### src/design/trmks_pkg.sv
// Shared types and constants of the two-register machine with keyed store.
// Used by the top level, the divider, the checker. No dependencies.
`default_nettype none

package trmks_pkg;

   // Table geometry
   localparam int TABLE_DEPTH = 16;
   localparam int NAME_CHARS  = 8;
   localparam int KEY_W       = 8 * NAME_CHARS;
   localparam int IDX_W       = (TABLE_DEPTH > 1) ? $clog2(TABLE_DEPTH) : 1;
   localparam int CNT_W       = $clog2(TABLE_DEPTH + 1);

   // Data widths
   localparam int DATA_W      = 32;
   localparam int ENTRY_W     = KEY_W + DATA_W;

   // Stream field widths
   localparam int OP_W        = 3;
   localparam int NAME_W      = 64;
   localparam int STATUS_W    = 2;
   localparam int SLOT_W      = 4;
   localparam int TOTAL_W     = 5;
   localparam int REQ_USED_W  = OP_W + NAME_W + DATA_W + 2;
   localparam int REQ_TDATA_W = ((REQ_USED_W + 7) / 8) * 8;
   localparam int RSP_USED_W  = STATUS_W + DATA_W + SLOT_W + TOTAL_W;
   localparam int RSP_TDATA_W = ((RSP_USED_W + 7) / 8) * 8;
   localparam int RSP_PAD_W   = RSP_TDATA_W - RSP_USED_W;

   // Divider
   localparam int DIV_STEPS   = DATA_W;
   localparam int STEP_W      = $clog2(DIV_STEPS);

   typedef enum logic [OP_W-1:0] {
      OP_DECLARE  = 3'd0,
      OP_REMOVE   = 3'd1,
      OP_LOAD     = 3'd2,
      OP_STORE    = 3'd3,
      OP_ADD      = 3'd4,
      OP_SUBTRACT = 3'd5,
      OP_MULTIPLY = 3'd6,
      OP_DIVIDE   = 3'd7
   } op_type;

   typedef enum logic [STATUS_W-1:0] {
      ST_OK        = 2'd0,
      ST_NOT_FOUND = 2'd1,
      ST_FULL      = 2'd2,
      ST_DIV_ZERO  = 2'd3
   } status_type;

   typedef struct packed {
      logic              start;
      logic [DATA_W-1:0] dividend;
      logic [DATA_W-1:0] divisor;
   } div_req_type;

   typedef struct packed {
      logic              done;
      logic [DATA_W-1:0] quotient;
   } div_rsp_type;

endpackage

`default_nettype wire

### src/design/trmks_ram.sv
// Generic single-port-write, single-port-read RAM with registered read data.
// Depends on nothing.
`default_nettype none

module trmks_ram #(
   parameter int WIDTH = 32,
   parameter int DEPTH = 16
) (
   input  wire logic                                   clock,
   input  wire logic                                   wr_en,
   input  wire logic [((DEPTH > 1) ? $clog2(DEPTH) : 1)-1:0] wr_addr,
   input  wire logic [WIDTH-1:0]                       wr_data,
   input  wire logic                                   rd_en,
   input  wire logic [((DEPTH > 1) ? $clog2(DEPTH) : 1)-1:0] rd_addr,
   output logic      [WIDTH-1:0]                       rd_data
);

   logic [WIDTH-1:0] mem_ff [DEPTH];
   logic [WIDTH-1:0] rd_data_ff;

   // Write and registered read
   always_ff @(posedge clock) begin
      if (wr_en) begin
         mem_ff[wr_addr] <= wr_data;
      end
      if (rd_en) begin
         rd_data_ff <= mem_ff[rd_addr];
      end
   end

   assign rd_data = rd_data_ff;

endmodule

`default_nettype wire

### src/design/trmks_div.sv
// Iterative signed 32-bit divider, one quotient bit per cycle, truncating.
// Depends on trmks_pkg. The caller never starts it with a zero divisor.
`default_nettype none

module trmks_div (
   input  wire logic                    clock,
   input  wire logic                    reset,
   input  wire trmks_pkg::div_req_type  div_req,
   output trmks_pkg::div_rsp_type       div_rsp
);

   typedef enum logic [1:0] {
      D_IDLE,
      D_RUN,
      D_FIX
   } dstate_type;

   dstate_type                       state_ff, state_in;
   logic [trmks_pkg::STEP_W-1:0]     step_ff, step_in;
   logic [trmks_pkg::DATA_W-1:0]     rem_ff, rem_in;
   logic [trmks_pkg::DATA_W-1:0]     quo_ff, quo_in;
   logic [trmks_pkg::DATA_W-1:0]     dvs_ff, dvs_in;
   logic                             neg_ff, neg_in;
   logic                             done_ff, done_in;
   logic [trmks_pkg::DATA_W-1:0]     quot_ff, quot_in;

   logic [trmks_pkg::DATA_W:0]       rem_sh;
   logic [trmks_pkg::DATA_W:0]       diff;
   logic [trmks_pkg::DATA_W-1:0]     mag_a;
   logic [trmks_pkg::DATA_W-1:0]     mag_b;

   // Magnitudes of the operands; the most negative value maps to 2**31
   assign mag_a = div_req.dividend[trmks_pkg::DATA_W-1] ? -div_req.dividend
                                                        : div_req.dividend;
   assign mag_b = div_req.divisor[trmks_pkg::DATA_W-1] ? -div_req.divisor
                                                       : div_req.divisor;

   // One restoring step
   assign rem_sh = {rem_ff, quo_ff[trmks_pkg::DATA_W-1]};
   assign diff   = rem_sh - {1'b0, dvs_ff};

   always_comb begin
      state_in = state_ff;
      step_in  = step_ff;
      rem_in   = rem_ff;
      quo_in   = quo_ff;
      dvs_in   = dvs_ff;
      neg_in   = neg_ff;
      done_in  = 1'b0;
      quot_in  = quot_ff;
      unique case (state_ff)
         D_IDLE: begin
            if (div_req.start) begin
               rem_in   = '0;
               quo_in   = mag_a;
               dvs_in   = mag_b;
               neg_in   = div_req.dividend[trmks_pkg::DATA_W-1] ^
                          div_req.divisor[trmks_pkg::DATA_W-1];
               step_in  = '0;
               state_in = D_RUN;
            end
         end
         D_RUN: begin
            if (!diff[trmks_pkg::DATA_W]) begin
               rem_in = diff[trmks_pkg::DATA_W-1:0];
               quo_in = {quo_ff[trmks_pkg::DATA_W-2:0], 1'b1};
            end else begin
               rem_in = rem_sh[trmks_pkg::DATA_W-1:0];
               quo_in = {quo_ff[trmks_pkg::DATA_W-2:0], 1'b0};
            end
            step_in = step_ff + 1'b1;
            if (step_ff == trmks_pkg::STEP_W'(trmks_pkg::DIV_STEPS - 1)) begin
               state_in = D_FIX;
            end
         end
         D_FIX: begin
            // Apply the sign; the overflow case wraps naturally
            quot_in  = neg_ff ? -quo_ff : quo_ff;
            done_in  = 1'b1;
            state_in = D_IDLE;
         end
         default: begin
            state_in = D_IDLE;
         end
      endcase
   end

   always_ff @(posedge clock) begin
      if (reset) begin
         state_ff <= D_IDLE;
         done_ff  <= 1'b0;
      end else begin
         state_ff <= state_in;
         done_ff  <= done_in;
      end
      step_ff <= step_in;
      rem_ff  <= rem_in;
      quo_ff  <= quo_in;
      dvs_ff  <= dvs_in;
      neg_ff  <= neg_in;
      quot_ff <= quot_in;
   end

   assign div_rsp.done     = done_ff;
   assign div_rsp.quotient = quot_ff;

endmodule

`default_nettype wire

### src/design/two_register_machine_keyed_store.sv
// Top level of the two-register machine with a keyed variable store.
// Depends on trmks_pkg, trmks_ram (entry table) and trmks_div (divider).
//
//   channel | dir | signals                      | payload
//   req     | in  | req_tvalid/tready/tdata[103:0] | operation, name_key, value, dest, src
//   rsp     | out | rsp_tvalid/tready/tdata[47:0]  | status, result, slot, entry total
//
// One instruction at a time: declare and add/subtract/multiply go from execute straight to
// the response; divide waits on the divider (one quotient bit a cycle). Remove, load and
// store scan from slot 0, reading and then comparing each entry, and a remove hit then
// moves the last entry into the freed slot.
// Synchronous reset clears registers and the entry count; the table RAM is not cleared.
// A stalled response holds the next instruction in its response state until taken.
`default_nettype none

module two_register_machine_keyed_store (
   input  wire logic                                clock,
   input  wire logic                                reset,
   input  wire logic                                req_tvalid,
   output logic                                     req_tready,
   // [2:0] operation, [66:3] name_key, [98:67] value, [99] dest_reg, [100] src_reg
   input  wire logic [trmks_pkg::REQ_TDATA_W-1:0]   req_tdata,
   output logic                                     rsp_tvalid,
   input  wire logic                                rsp_tready,
   // [1:0] status, [33:2] result_value, [37:34] slot, [42:38] entry_total
   output logic      [trmks_pkg::RSP_TDATA_W-1:0]   rsp_tdata
);

   typedef enum logic [2:0] {
      S_IDLE,
      S_EXEC,
      S_RD,
      S_CMP,
      S_RMRD,
      S_RMWR,
      S_DIV,
      S_RESP
   } state_type;

   localparam int DW = trmks_pkg::DATA_W;
   localparam int KW = trmks_pkg::KEY_W;
   localparam int CW = trmks_pkg::CNT_W;
   localparam int IW = trmks_pkg::IDX_W;

   state_type                         state_ff, state_in;
   trmks_pkg::op_type                 op_ff, op_in;
   logic [KW-1:0]                     key_ff, key_in;
   logic [DW-1:0]                     val_ff, val_in;
   logic                              dst_ff, dst_in;
   logic                              src_ff, src_in;
   logic [DW-1:0]                     reg_one_ff, reg_one_in;
   logic [DW-1:0]                     reg_two_ff, reg_two_in;
   logic [CW-1:0]                     count_ff, count_in;
   logic [CW-1:0]                     idx_ff, idx_in;
   trmks_pkg::status_type             status_ff, status_in;
   logic [DW-1:0]                     result_ff, result_in;
   logic [trmks_pkg::SLOT_W-1:0]      slot_ff, slot_in;
   logic                              rsp_valid_ff, rsp_valid_in;
   logic [trmks_pkg::RSP_TDATA_W-1:0] rsp_data_ff, rsp_data_in;

   logic                              wr_en;
   logic [IW-1:0]                     wr_addr;
   logic [trmks_pkg::ENTRY_W-1:0]     wr_data;
   logic                              rd_en;
   logic [IW-1:0]                     rd_addr;
   logic [trmks_pkg::ENTRY_W-1:0]     rd_data;
   logic [KW-1:0]                     rd_key;
   logic [DW-1:0]                     rd_val;

   logic [DW-1:0]                     opa;
   logic [DW-1:0]                     opb;
   logic [2*DW-1:0]                   product;
   logic [CW-1:0]                     last_idx;
   logic                              reg_we;
   logic [DW-1:0]                     reg_wv;

   trmks_pkg::div_req_type            div_req;
   trmks_pkg::div_rsp_type            div_rsp;

   // Entry table: {value, name} per slot
   trmks_ram #(
      .WIDTH (trmks_pkg::ENTRY_W),
      .DEPTH (trmks_pkg::TABLE_DEPTH)
   ) u_table (
      .clock   (clock),
      .wr_en   (wr_en),
      .wr_addr (wr_addr),
      .wr_data (wr_data),
      .rd_en   (rd_en),
      .rd_addr (rd_addr),
      .rd_data (rd_data)
   );

   trmks_div u_div (
      .clock   (clock),
      .reset   (reset),
      .div_req (div_req),
      .div_rsp (div_rsp)
   );

   assign rd_key = rd_data[KW-1:0];
   assign rd_val = rd_data[trmks_pkg::ENTRY_W-1:KW];

   // Register operands
   assign opa      = dst_ff ? reg_two_ff : reg_one_ff;
   assign opb      = src_ff ? reg_two_ff : reg_one_ff;
   assign product  = opa * opb;
   assign last_idx = count_ff - 1'b1;

   assign div_req.start    = (state_ff == S_EXEC) && (op_ff == trmks_pkg::OP_DIVIDE) &&
                             (opb != '0);
   assign div_req.dividend = opa;
   assign div_req.divisor  = opb;

   // Next-state and datapath
   always_comb begin
      state_in     = state_ff;
      op_in        = op_ff;
      key_in       = key_ff;
      val_in       = val_ff;
      dst_in       = dst_ff;
      src_in       = src_ff;
      reg_one_in   = reg_one_ff;
      reg_two_in   = reg_two_ff;
      count_in     = count_ff;
      idx_in       = idx_ff;
      status_in    = status_ff;
      result_in    = result_ff;
      slot_in      = slot_ff;
      rsp_valid_in = rsp_valid_ff;
      rsp_data_in  = rsp_data_ff;
      wr_en        = 1'b0;
      wr_addr      = idx_ff[IW-1:0];
      wr_data      = {opa, rd_key};
      rd_en        = 1'b0;
      rd_addr      = idx_ff[IW-1:0];
      reg_we       = 1'b0;
      reg_wv       = result_ff;

      // Drop the response once taken
      if (rsp_valid_ff && rsp_tready) begin
         rsp_valid_in = 1'b0;
      end

      unique case (state_ff)
         S_IDLE: begin
            if (req_tvalid) begin
               op_in    = trmks_pkg::op_type'(req_tdata[2:0]);
               key_in   = req_tdata[3 +: KW];
               val_in   = req_tdata[67 +: DW];
               dst_in   = req_tdata[99];
               src_in   = req_tdata[100];
               state_in = S_EXEC;
            end
         end
         S_EXEC: begin
            status_in = trmks_pkg::ST_OK;
            result_in = '0;
            slot_in   = '0;
            idx_in    = '0;
            state_in  = S_RESP;
            unique case (op_ff)
               trmks_pkg::OP_DECLARE: begin
                  if (count_ff == CW'(trmks_pkg::TABLE_DEPTH)) begin
                     status_in = trmks_pkg::ST_FULL;
                  end else begin
                     wr_en     = 1'b1;
                     wr_addr   = count_ff[IW-1:0];
                     wr_data   = {val_ff, key_ff};
                     result_in = val_ff;
                     slot_in   = trmks_pkg::SLOT_W'(count_ff);
                     count_in  = count_ff + 1'b1;
                  end
               end
               trmks_pkg::OP_REMOVE,
               trmks_pkg::OP_LOAD,
               trmks_pkg::OP_STORE: begin
                  state_in = S_RD;
               end
               trmks_pkg::OP_ADD: begin
                  result_in = opa + opb;
                  reg_we    = 1'b1;
                  reg_wv    = opa + opb;
               end
               trmks_pkg::OP_SUBTRACT: begin
                  result_in = opa - opb;
                  reg_we    = 1'b1;
                  reg_wv    = opa - opb;
               end
               trmks_pkg::OP_MULTIPLY: begin
                  result_in = product[DW-1:0];
                  reg_we    = 1'b1;
                  reg_wv    = product[DW-1:0];
               end
               trmks_pkg::OP_DIVIDE: begin
                  if (opb == '0) begin
                     status_in = trmks_pkg::ST_DIV_ZERO;
                  end else begin
                     state_in = S_DIV;
                  end
               end
            endcase
         end
         S_RD: begin
            // Issue the read of the next live entry, or give up
            if (idx_ff < count_ff) begin
               rd_en    = 1'b1;
               state_in = S_CMP;
            end else begin
               status_in = trmks_pkg::ST_NOT_FOUND;
               state_in  = S_RESP;
            end
         end
         S_CMP: begin
            if (rd_key == key_ff) begin
               slot_in  = trmks_pkg::SLOT_W'(idx_ff);
               state_in = S_RESP;
               priority case (op_ff)
                  trmks_pkg::OP_LOAD: begin
                     result_in = rd_val;
                     reg_we    = 1'b1;
                     reg_wv    = rd_val;
                  end
                  trmks_pkg::OP_STORE: begin
                     result_in = opa;
                     wr_en     = 1'b1;
                  end
                  default: begin
                     state_in = S_RMRD;
                  end
               endcase
            end else begin
               idx_in   = idx_ff + 1'b1;
               state_in = S_RD;
            end
         end
         S_RMRD: begin
            // Fetch the last entry to fill the freed slot
            rd_en    = 1'b1;
            rd_addr  = last_idx[IW-1:0];
            state_in = S_RMWR;
         end
         S_RMWR: begin
            wr_en    = 1'b1;
            wr_data  = rd_data;
            count_in = last_idx;
            state_in = S_RESP;
         end
         S_DIV: begin
            if (div_rsp.done) begin
               result_in = div_rsp.quotient;
               reg_we    = 1'b1;
               reg_wv    = div_rsp.quotient;
               state_in  = S_RESP;
            end
         end
         S_RESP: begin
            // Load the output register once it is free
            if (!rsp_valid_ff || rsp_tready) begin
               rsp_valid_in = 1'b1;
               rsp_data_in  = {{trmks_pkg::RSP_PAD_W{1'b0}},
                               trmks_pkg::TOTAL_W'(count_ff), slot_ff, result_ff, status_ff};
               state_in     = S_IDLE;
            end
         end
      endcase

      // Register write-back
      if (reg_we) begin
         if (dst_ff) begin
            reg_two_in = reg_wv;
         end else begin
            reg_one_in = reg_wv;
         end
      end
   end

   always_ff @(posedge clock) begin
      if (reset) begin
         state_ff     <= S_IDLE;
         reg_one_ff   <= '0;
         reg_two_ff   <= '0;
         count_ff     <= '0;
         rsp_valid_ff <= 1'b0;
      end else begin
         state_ff     <= state_in;
         reg_one_ff   <= reg_one_in;
         reg_two_ff   <= reg_two_in;
         count_ff     <= count_in;
         rsp_valid_ff <= rsp_valid_in;
      end
      op_ff       <= op_in;
      key_ff      <= key_in;
      val_ff      <= val_in;
      dst_ff      <= dst_in;
      src_ff      <= src_in;
      idx_ff      <= idx_in;
      status_ff   <= status_in;
      result_ff   <= result_in;
      slot_ff     <= slot_in;
      rsp_data_ff <= rsp_data_in;
   end

   assign req_tready = (state_ff == S_IDLE);
   assign rsp_tvalid = rsp_valid_ff;
   assign rsp_tdata  = rsp_data_ff;

endmodule

`default_nettype wire

### config.mk
export PLATFORM = sky130hd
export DESIGN_NAME = two_register_machine_keyed_store
export DESIGN_NICKNAME = d
export VERILOG_FILES = /design/src/design/trmks_pkg.sv /design/src/design/trmks_ram.sv /design/src/design/trmks_div.sv /design/src/design/two_register_machine_keyed_store.sv
export SDC_FILE = /design/constraint.sdc
export NUM_CORES = 2
export LEC_CHECK = 0
export ABC_CLOCK_PERIOD_IN_PS = 8600
export BUFFER_PORTS_ARGS = -buffer_cell sky130_fd_sc_hd__buf_4
export CAP_MARGIN = 20
export CORE_ASPECT_RATIO = 0.75
export CORE_MARGIN = 1.5
export CORE_UTILIZATION = 53
export CTS_CLUSTER_DIAMETER = 60
export DETAILED_ROUTE_END_ITERATION = 10
export HOLD_SLACK_MARGIN = 0.02
export PLACE_DENSITY = 0.69
export SETUP_SLACK_MARGIN = 0.5
export SLEW_MARGIN = 20
export SYNTH_ARGS = -nofsm -noshare
export SYNTH_HDL_FRONTEND = slang
export SYNTH_SLANG_ARGS = --single-unit
### constraint.sdc
create_clock -name clock -period 8.6 [get_ports clock]
set_input_delay 0.43 -clock clock [delete_from_list [all_inputs] [get_ports clock]]
set_output_delay 0.43 -clock clock [all_outputs]
set_load 0.01 [all_outputs]
; ---- Word-level counts from Yosys, hierarchy flattened
; Memory sizes are Yosys's and may differ from the RTL's. A register that Yosys moved wholly into a read port is not among the register bits.
; Cells that the tools add are included.
; Widths: inputs -> output; s select.
[totals]
reg_bits = 397
ramBits = 1536
in_bits = 108
out_inout_bits = 50
word_cells = 174
n_memories = 1
[op_classes]
addsub = 10
n_mul = 1
magnitude_cmp = 1
n_eq_ne = 30
n_mux = 74
bitwise_logic = 2
n_reduce_logical = 31
[mem_list]
columns = name, depth, word_bits, rd, rd_clocked_by_memory_dff, write_ports, line_no
row1 = u_table.mem_ff, 16, 96, 1, 1, 1, trmks_ram.sv:18  ; logic [WIDTH-1:0] mem_ff [DEPTH];
[op_table]
columns = op, count
row1 = $mux 32, 12
row2 = $pmux 32 s3, 3
row3 = $mux 96, 2
row4 = $pmux 32 s2, 3
row5 = $pmux 96 s2, 1
row6 = $pmux 32 s4, 1
row7 = $neg 32->32, 3
row8 = $eq 64x64->1, 1
row9 = $sub 33x32->33, 1
row10 = $add 32x32->32, 1
row11 = $logic_not 32->1, 1
row12 = $mul 32x32->32, 1
row13 = $reduce_bool 32->1, 1
row14 = $sub 32x32->32, 1
row15 = $mux 31, 1
row16 = $pmux 5 s2, 3
row17 = $mux 4, 7
row18 = $eq 3x3->1 const B, 8
row19 = $pmux 3 s8, 1
row20 = $mux 5, 4
row21 = $reduce_and 2->1, 10
row22 = $mux 1, 17
row23 = $add 5x1->5 const B, 3
row24 = $mux 3, 5
row25 = other kinds (28), 58

; ---- Logic depth before layout (Yosys ltp)
[logic_depth]
depth_word = 6
ltp_mapped = 33
depth_no_buf = 29

; ---- Hierarchy
; A second synthesis with hierarchy kept.
[hier_totals]
hier_cells = 7140
hier_area_um2 = 102439.5
[modules_own_cells]
columns = mod, instances, cells_each, area_each_um2
row1 = trmks_ram, 1, 2460, 60319.1
row2 = two_register_machine_keyed_store, 1, 3813, 33332.0
row3 = trmks_div, 1, 867, 8788.4

; ---- Least setup slack after synthesis
; Ideal clock, no wire load.
[synth_timing]
path_type = reg-to-reg
from = register dst_ff
to = register result_ff[31], data pin
arrival_ns = 8.055
required_ns = 8.325
slack_ns = 0.270
path_stages_with_launch = 31
period_less_slack_ns = 8.330
cell_sequence = edfxtp_1 buf_4 buf_6 buf_2 mux2i_1 clkbuf_1 nor2_1 fa_1 inv_1 fa_1 fa_1 fa_1 inv_1 fa_1 inv_1 fa_1 inv_1 fa_1 fa_1 ha_1 and2_1 a31oi_1 a21oi_1 a2111oi_1 nor4_1 o41ai_1 o21ai_0 xnor2_1 o22ai_1 a211oi_1 o221ai_1
[synth_via]
elab_chain_cells = 4
word_cells_on_any_way = 8
cone_classes = 2 x add/sub / 1 x mul / 5 x mux
[synth_lines]
columns = element, line_no
row1 = from (decl), two_register_machine_keyed_store.sv:49  ; logic dst_ff, dst_in;
row2 = from (signal assigned), two_register_machine_keyed_store.sv:295  ; dst_ff <= dst_in;
row3 = $mux 32 *, two_register_machine_keyed_store.sv:105  ; assign opa = dst_ff ? reg_two_ff : reg_one_ff;
row4 = $mul 32x32->32 (tied with other cells), two_register_machine_keyed_store.sv:107  ; assign product = opa * opb;
row5 = $pmux 32 s4 or $mux 32 (tied branches), "two_register_machine_keyed_store.sv:162, two_register_machine_keyed_store.sv:215"
row6 = $pmux 32 s3 *, two_register_machine_keyed_store.sv:145  ; unique case (state_ff)
row7 = net result_in[31], two_register_machine_keyed_store.sv:56  ; logic [DW-1:0] result_ff, result_in;
row8 = to (signal assigned), two_register_machine_keyed_store.sv:299  ; result_ff <= result_in;
row9 = to (decl), two_register_machine_keyed_store.sv:56
; The timed path passes the listed nets; every way through them passes the cells marked *. The select of a mux whose other input is x is not followed.
; A chain may end at the register's enable or synchronous reset.

; ---- Worst setup path in the final report
; Ends and elaborated chain as after synthesis.

==> out/results.ini <==
[status]
status = finished, final reports clean

[timing]
fin_crit_ps = 8390
slew_headroom_pct = 10.6
holdWs_ps = 133
finClkSkew_ps = 85.8
grt_setup_unrepaired = true
slew_violations = 0
fin_crit_sh_pct = 97.5
setup_violations = 0
max_freq_mhz = 119
setup_slack_ps = 212
tightest_slew_ps = 1330
fin_setup_tns_ps = 0
hold_viol_final = 0

[yosys]
yosysTopAreaCell = edfxtp_1
synth_edf_count = 1953
avgSynthCellArea_um2 = 11.3
ys.flop_type = edfxtp_1
ys_seq_area_share_pct = 57.6
synthTopCellsByArea = edfxtp_1 (56%), fa_1 (7.9%), nand2_1 (7.8%)
synth.distinct_cells = 93
synthDominantCellAreaShare_pct = 56.2
ys_seq_elements = 2029
synth_area_mm2 = 0.104
synthCells = 9216
async_flop_share_pct = 0
yosys_warnings = 0

[place]
dpl_cell_area_mm2 = 0.112
post-place-ws_ps = -334
portBuffers = 149
placedCellCount = 11964
dp_hpwl_um = 233000
gpl.final_weighted_congestion = 1.05

[final_layout]
drive_gt1_share_pct = 13.1
layout_commonest_cell = nand2_1
fin_util_pct = 61.9
stdcell_area_mm2 = 0.121
fin_nets = 10440
area_growth_pct = 15.5
layout_common_cells = nand2_1 (2149), edfxtp_1 (1953), buf_4 (640), nor2_1 (536), inv_1 (492)
final_cells = 12481

[worst_hold_path]
min_path_type = primary input to flip-flop
min_to = count_ff[4]
holdPathStages = 2
min-delay-start = reset

[setup_path]
rr_worst_depth = 34
critPathLaunch = dst_ff
critical_path.endpoint_type = flip-flop
start_kind = flip-flop
r2r_start = dst_ff
crit_buf_inv = 12
rrSetupSlack_ps = 210
critical-path-top-delay-family = adder cells
max_stage_delay_ps = 550
slowest_stage = fa_1
r2r-end = result_ff[31]
path_class = flip-flop to flip-flop
arrival_ps = 8940
required_ps = 9160
critPathMaxFanout = 7

[power_and_ir_drop]
p_sw_mw = 10.5
p_per_area_mw_per_mm2 = 247
seqPwrFrac_pct = 42.4
p_int_mw = 19.3
swShare_pct = 35.3
total_power_mw = 29.8
ir_drop_v = 0.000252
power.share.clock_pct = 28.0
p_leak_nw = 45.3
comb_power_share_pct = 29.6

[grt]
grt_pass1_wl_um = 513000
busiest_layer = met1
grt_usage_pct = 35.3
grt_max_degree = 188
antenna_found_initial = 6
grt_pass1_vias = 73625
overflow = 0
use_met1_pct = 53.2
grt_use_met3_pct = 12.6
grtUsageMet2_pct = 47.7

[floorplan]
pin_count = 158
fp-row-count = 140
die_h_um = 387
core_area_mm2 = 0.195
die_width_um = 515
start_util_pct = 53.5
dieArea_mm2 = 0.200

[route]
dr.pass1.iters = 9
drc = 0
vias = 77873
wire_per_inst_um = 28.5
drt_wl_total_um = 356000
avgViaCountPerCell = 6.24
ant_nets = 0
first_iter_violations = 10492

[cts]
cts_tree = yes
cts_buffer_depth = 3
htreeDepth = 4
cts_made_buffers = 189
clk_latency_ps = 860
cts.sinks = 2029
path_clk_slew_ps = 70
clockRootBuffer = clkbuf_16

[job]
maxCapViolCount = 0

## state kept, by name, summed over array words and instances, names as in the netlist, 3 cells and up
signal,count
u_table.mem_ff,1536
idx_ff,5
reg_one_ff,32
u_div.dvs_ff,32
u_div.rem_ff,32
val_ff,32
slot_ff,4
u_div.quo_ff,32
reg_two_ff,32
u_div.step_ff,5
key_ff,64
state_ff,3
rsp_tdata,43
u_div.quot_ff,32
result_ff,32
count_ff,5
u_table.rd_data,96
op_ff,3
## worst reg2reg max path: cells and delay by family, from the launching register on
kind                     cells  cell delay, ps
AO/OA/AOI/OAI                9            1800
XOR/XNOR                     1             220
adder cells (fa/ha/maj)      9            3800
buffers and inverters       12            1500
flip-flops                   1             410
multiplexers                 1             250
AND/OR/NAND/NOR              2             160
## synthesized netlist by cell type (49+ instances only)
cell type and number:
nand2_1 2158, edfxtp_1 1953, nor2_1 572, inv_1 513
clkbuf_1 498, nand3_1 439, fa_1 411, a21oi_1 314
a311oi_1 292, ha_1 229, and3_1 210, o21ai_0 206
xnor2_1 191, a31oi_1 132, mux2i_1 102, a22oi_1 90
xor2_1 88, dfxtp_1 76, nor3_1 50, a21o_1 49
## final cells by class
| type | count | area, um2 |
|---|---|---|
| Sequential cell | 2029 | 60200 |
| Clock inverter | 122 | 1280 |
| Antenna cell | 3 | 7.51 |
| Fill cell | 15219 | 74300 |
| Inverter | 537 | 2060 |
| Timing Repair Buffer | 853 | 7660 |
| Multi-Input combinational cell | 6082 | 41300 |
| Tap cell | 2627 | 3290 |
| Clock buffer | 228 | 4880 |
## per-layer routing
metal | wire length [um] | up-vias
met5 | 13 | -
met4 | 10900 | 2
met3 | 49900 | 570
met2 | 145000 | 4721
met1 | 150000 | 38923
li1 | - | 33657
## worst max path at each step
stage,cells past startpoint,to
after floorplan,32,result_ff[31]
final,34,result_ff[31]
after detailed placement,30,result_ff[31]
after global routing,33,reg_one_ff[31]
after global placement,30,result_ff[31]
after CTS,32,result_ff[31]
## cells by family (layout without fill, tap and decap cells)
group	Yosys count	after routing	share of synthesized area, %
flip-flops	2029	2029	57.6
AO/OA/AOI/OAI	1432	1432	9.55
other	1	8	0.00359
multiplexers	120	120	1.19
buffers and inverters	1109	1740	4.08
adder cells (fa/ha/maj)	640	640	10.6
XOR/XNOR	280	280	2.36
AND/OR/NAND/NOR	3605	3605	14.6
## timing repair
item                                    in CTS  in global routing
pin swaps                                   45                 34
buffers inserted                            47                 11
hold buffers                               103                  0
endpoints found under the hold margin      103                  0
resized for setup                          162                 70
gates cloned                                 1                  0
endpoints found under the setup margin      38                 55
## power by group through the flow
| stage | Clock [mW] | Sequential (mW) | Combinational, mW |
|---|---|---|---|
| floorplan | 0 | 12.6 | 5.31 |
| global placement | 0 | 12.8 | 8.18 |
| detailed placement | 0 | 12.8 | 8.33 |
| CTS | 8.44 | 12.6 | 8.52 |
| global route | 8.80 | 12.6 | 9.41 |
| finish | 8.36 | 12.6 | 8.81 |
Power figures use the tool's default switching activity.
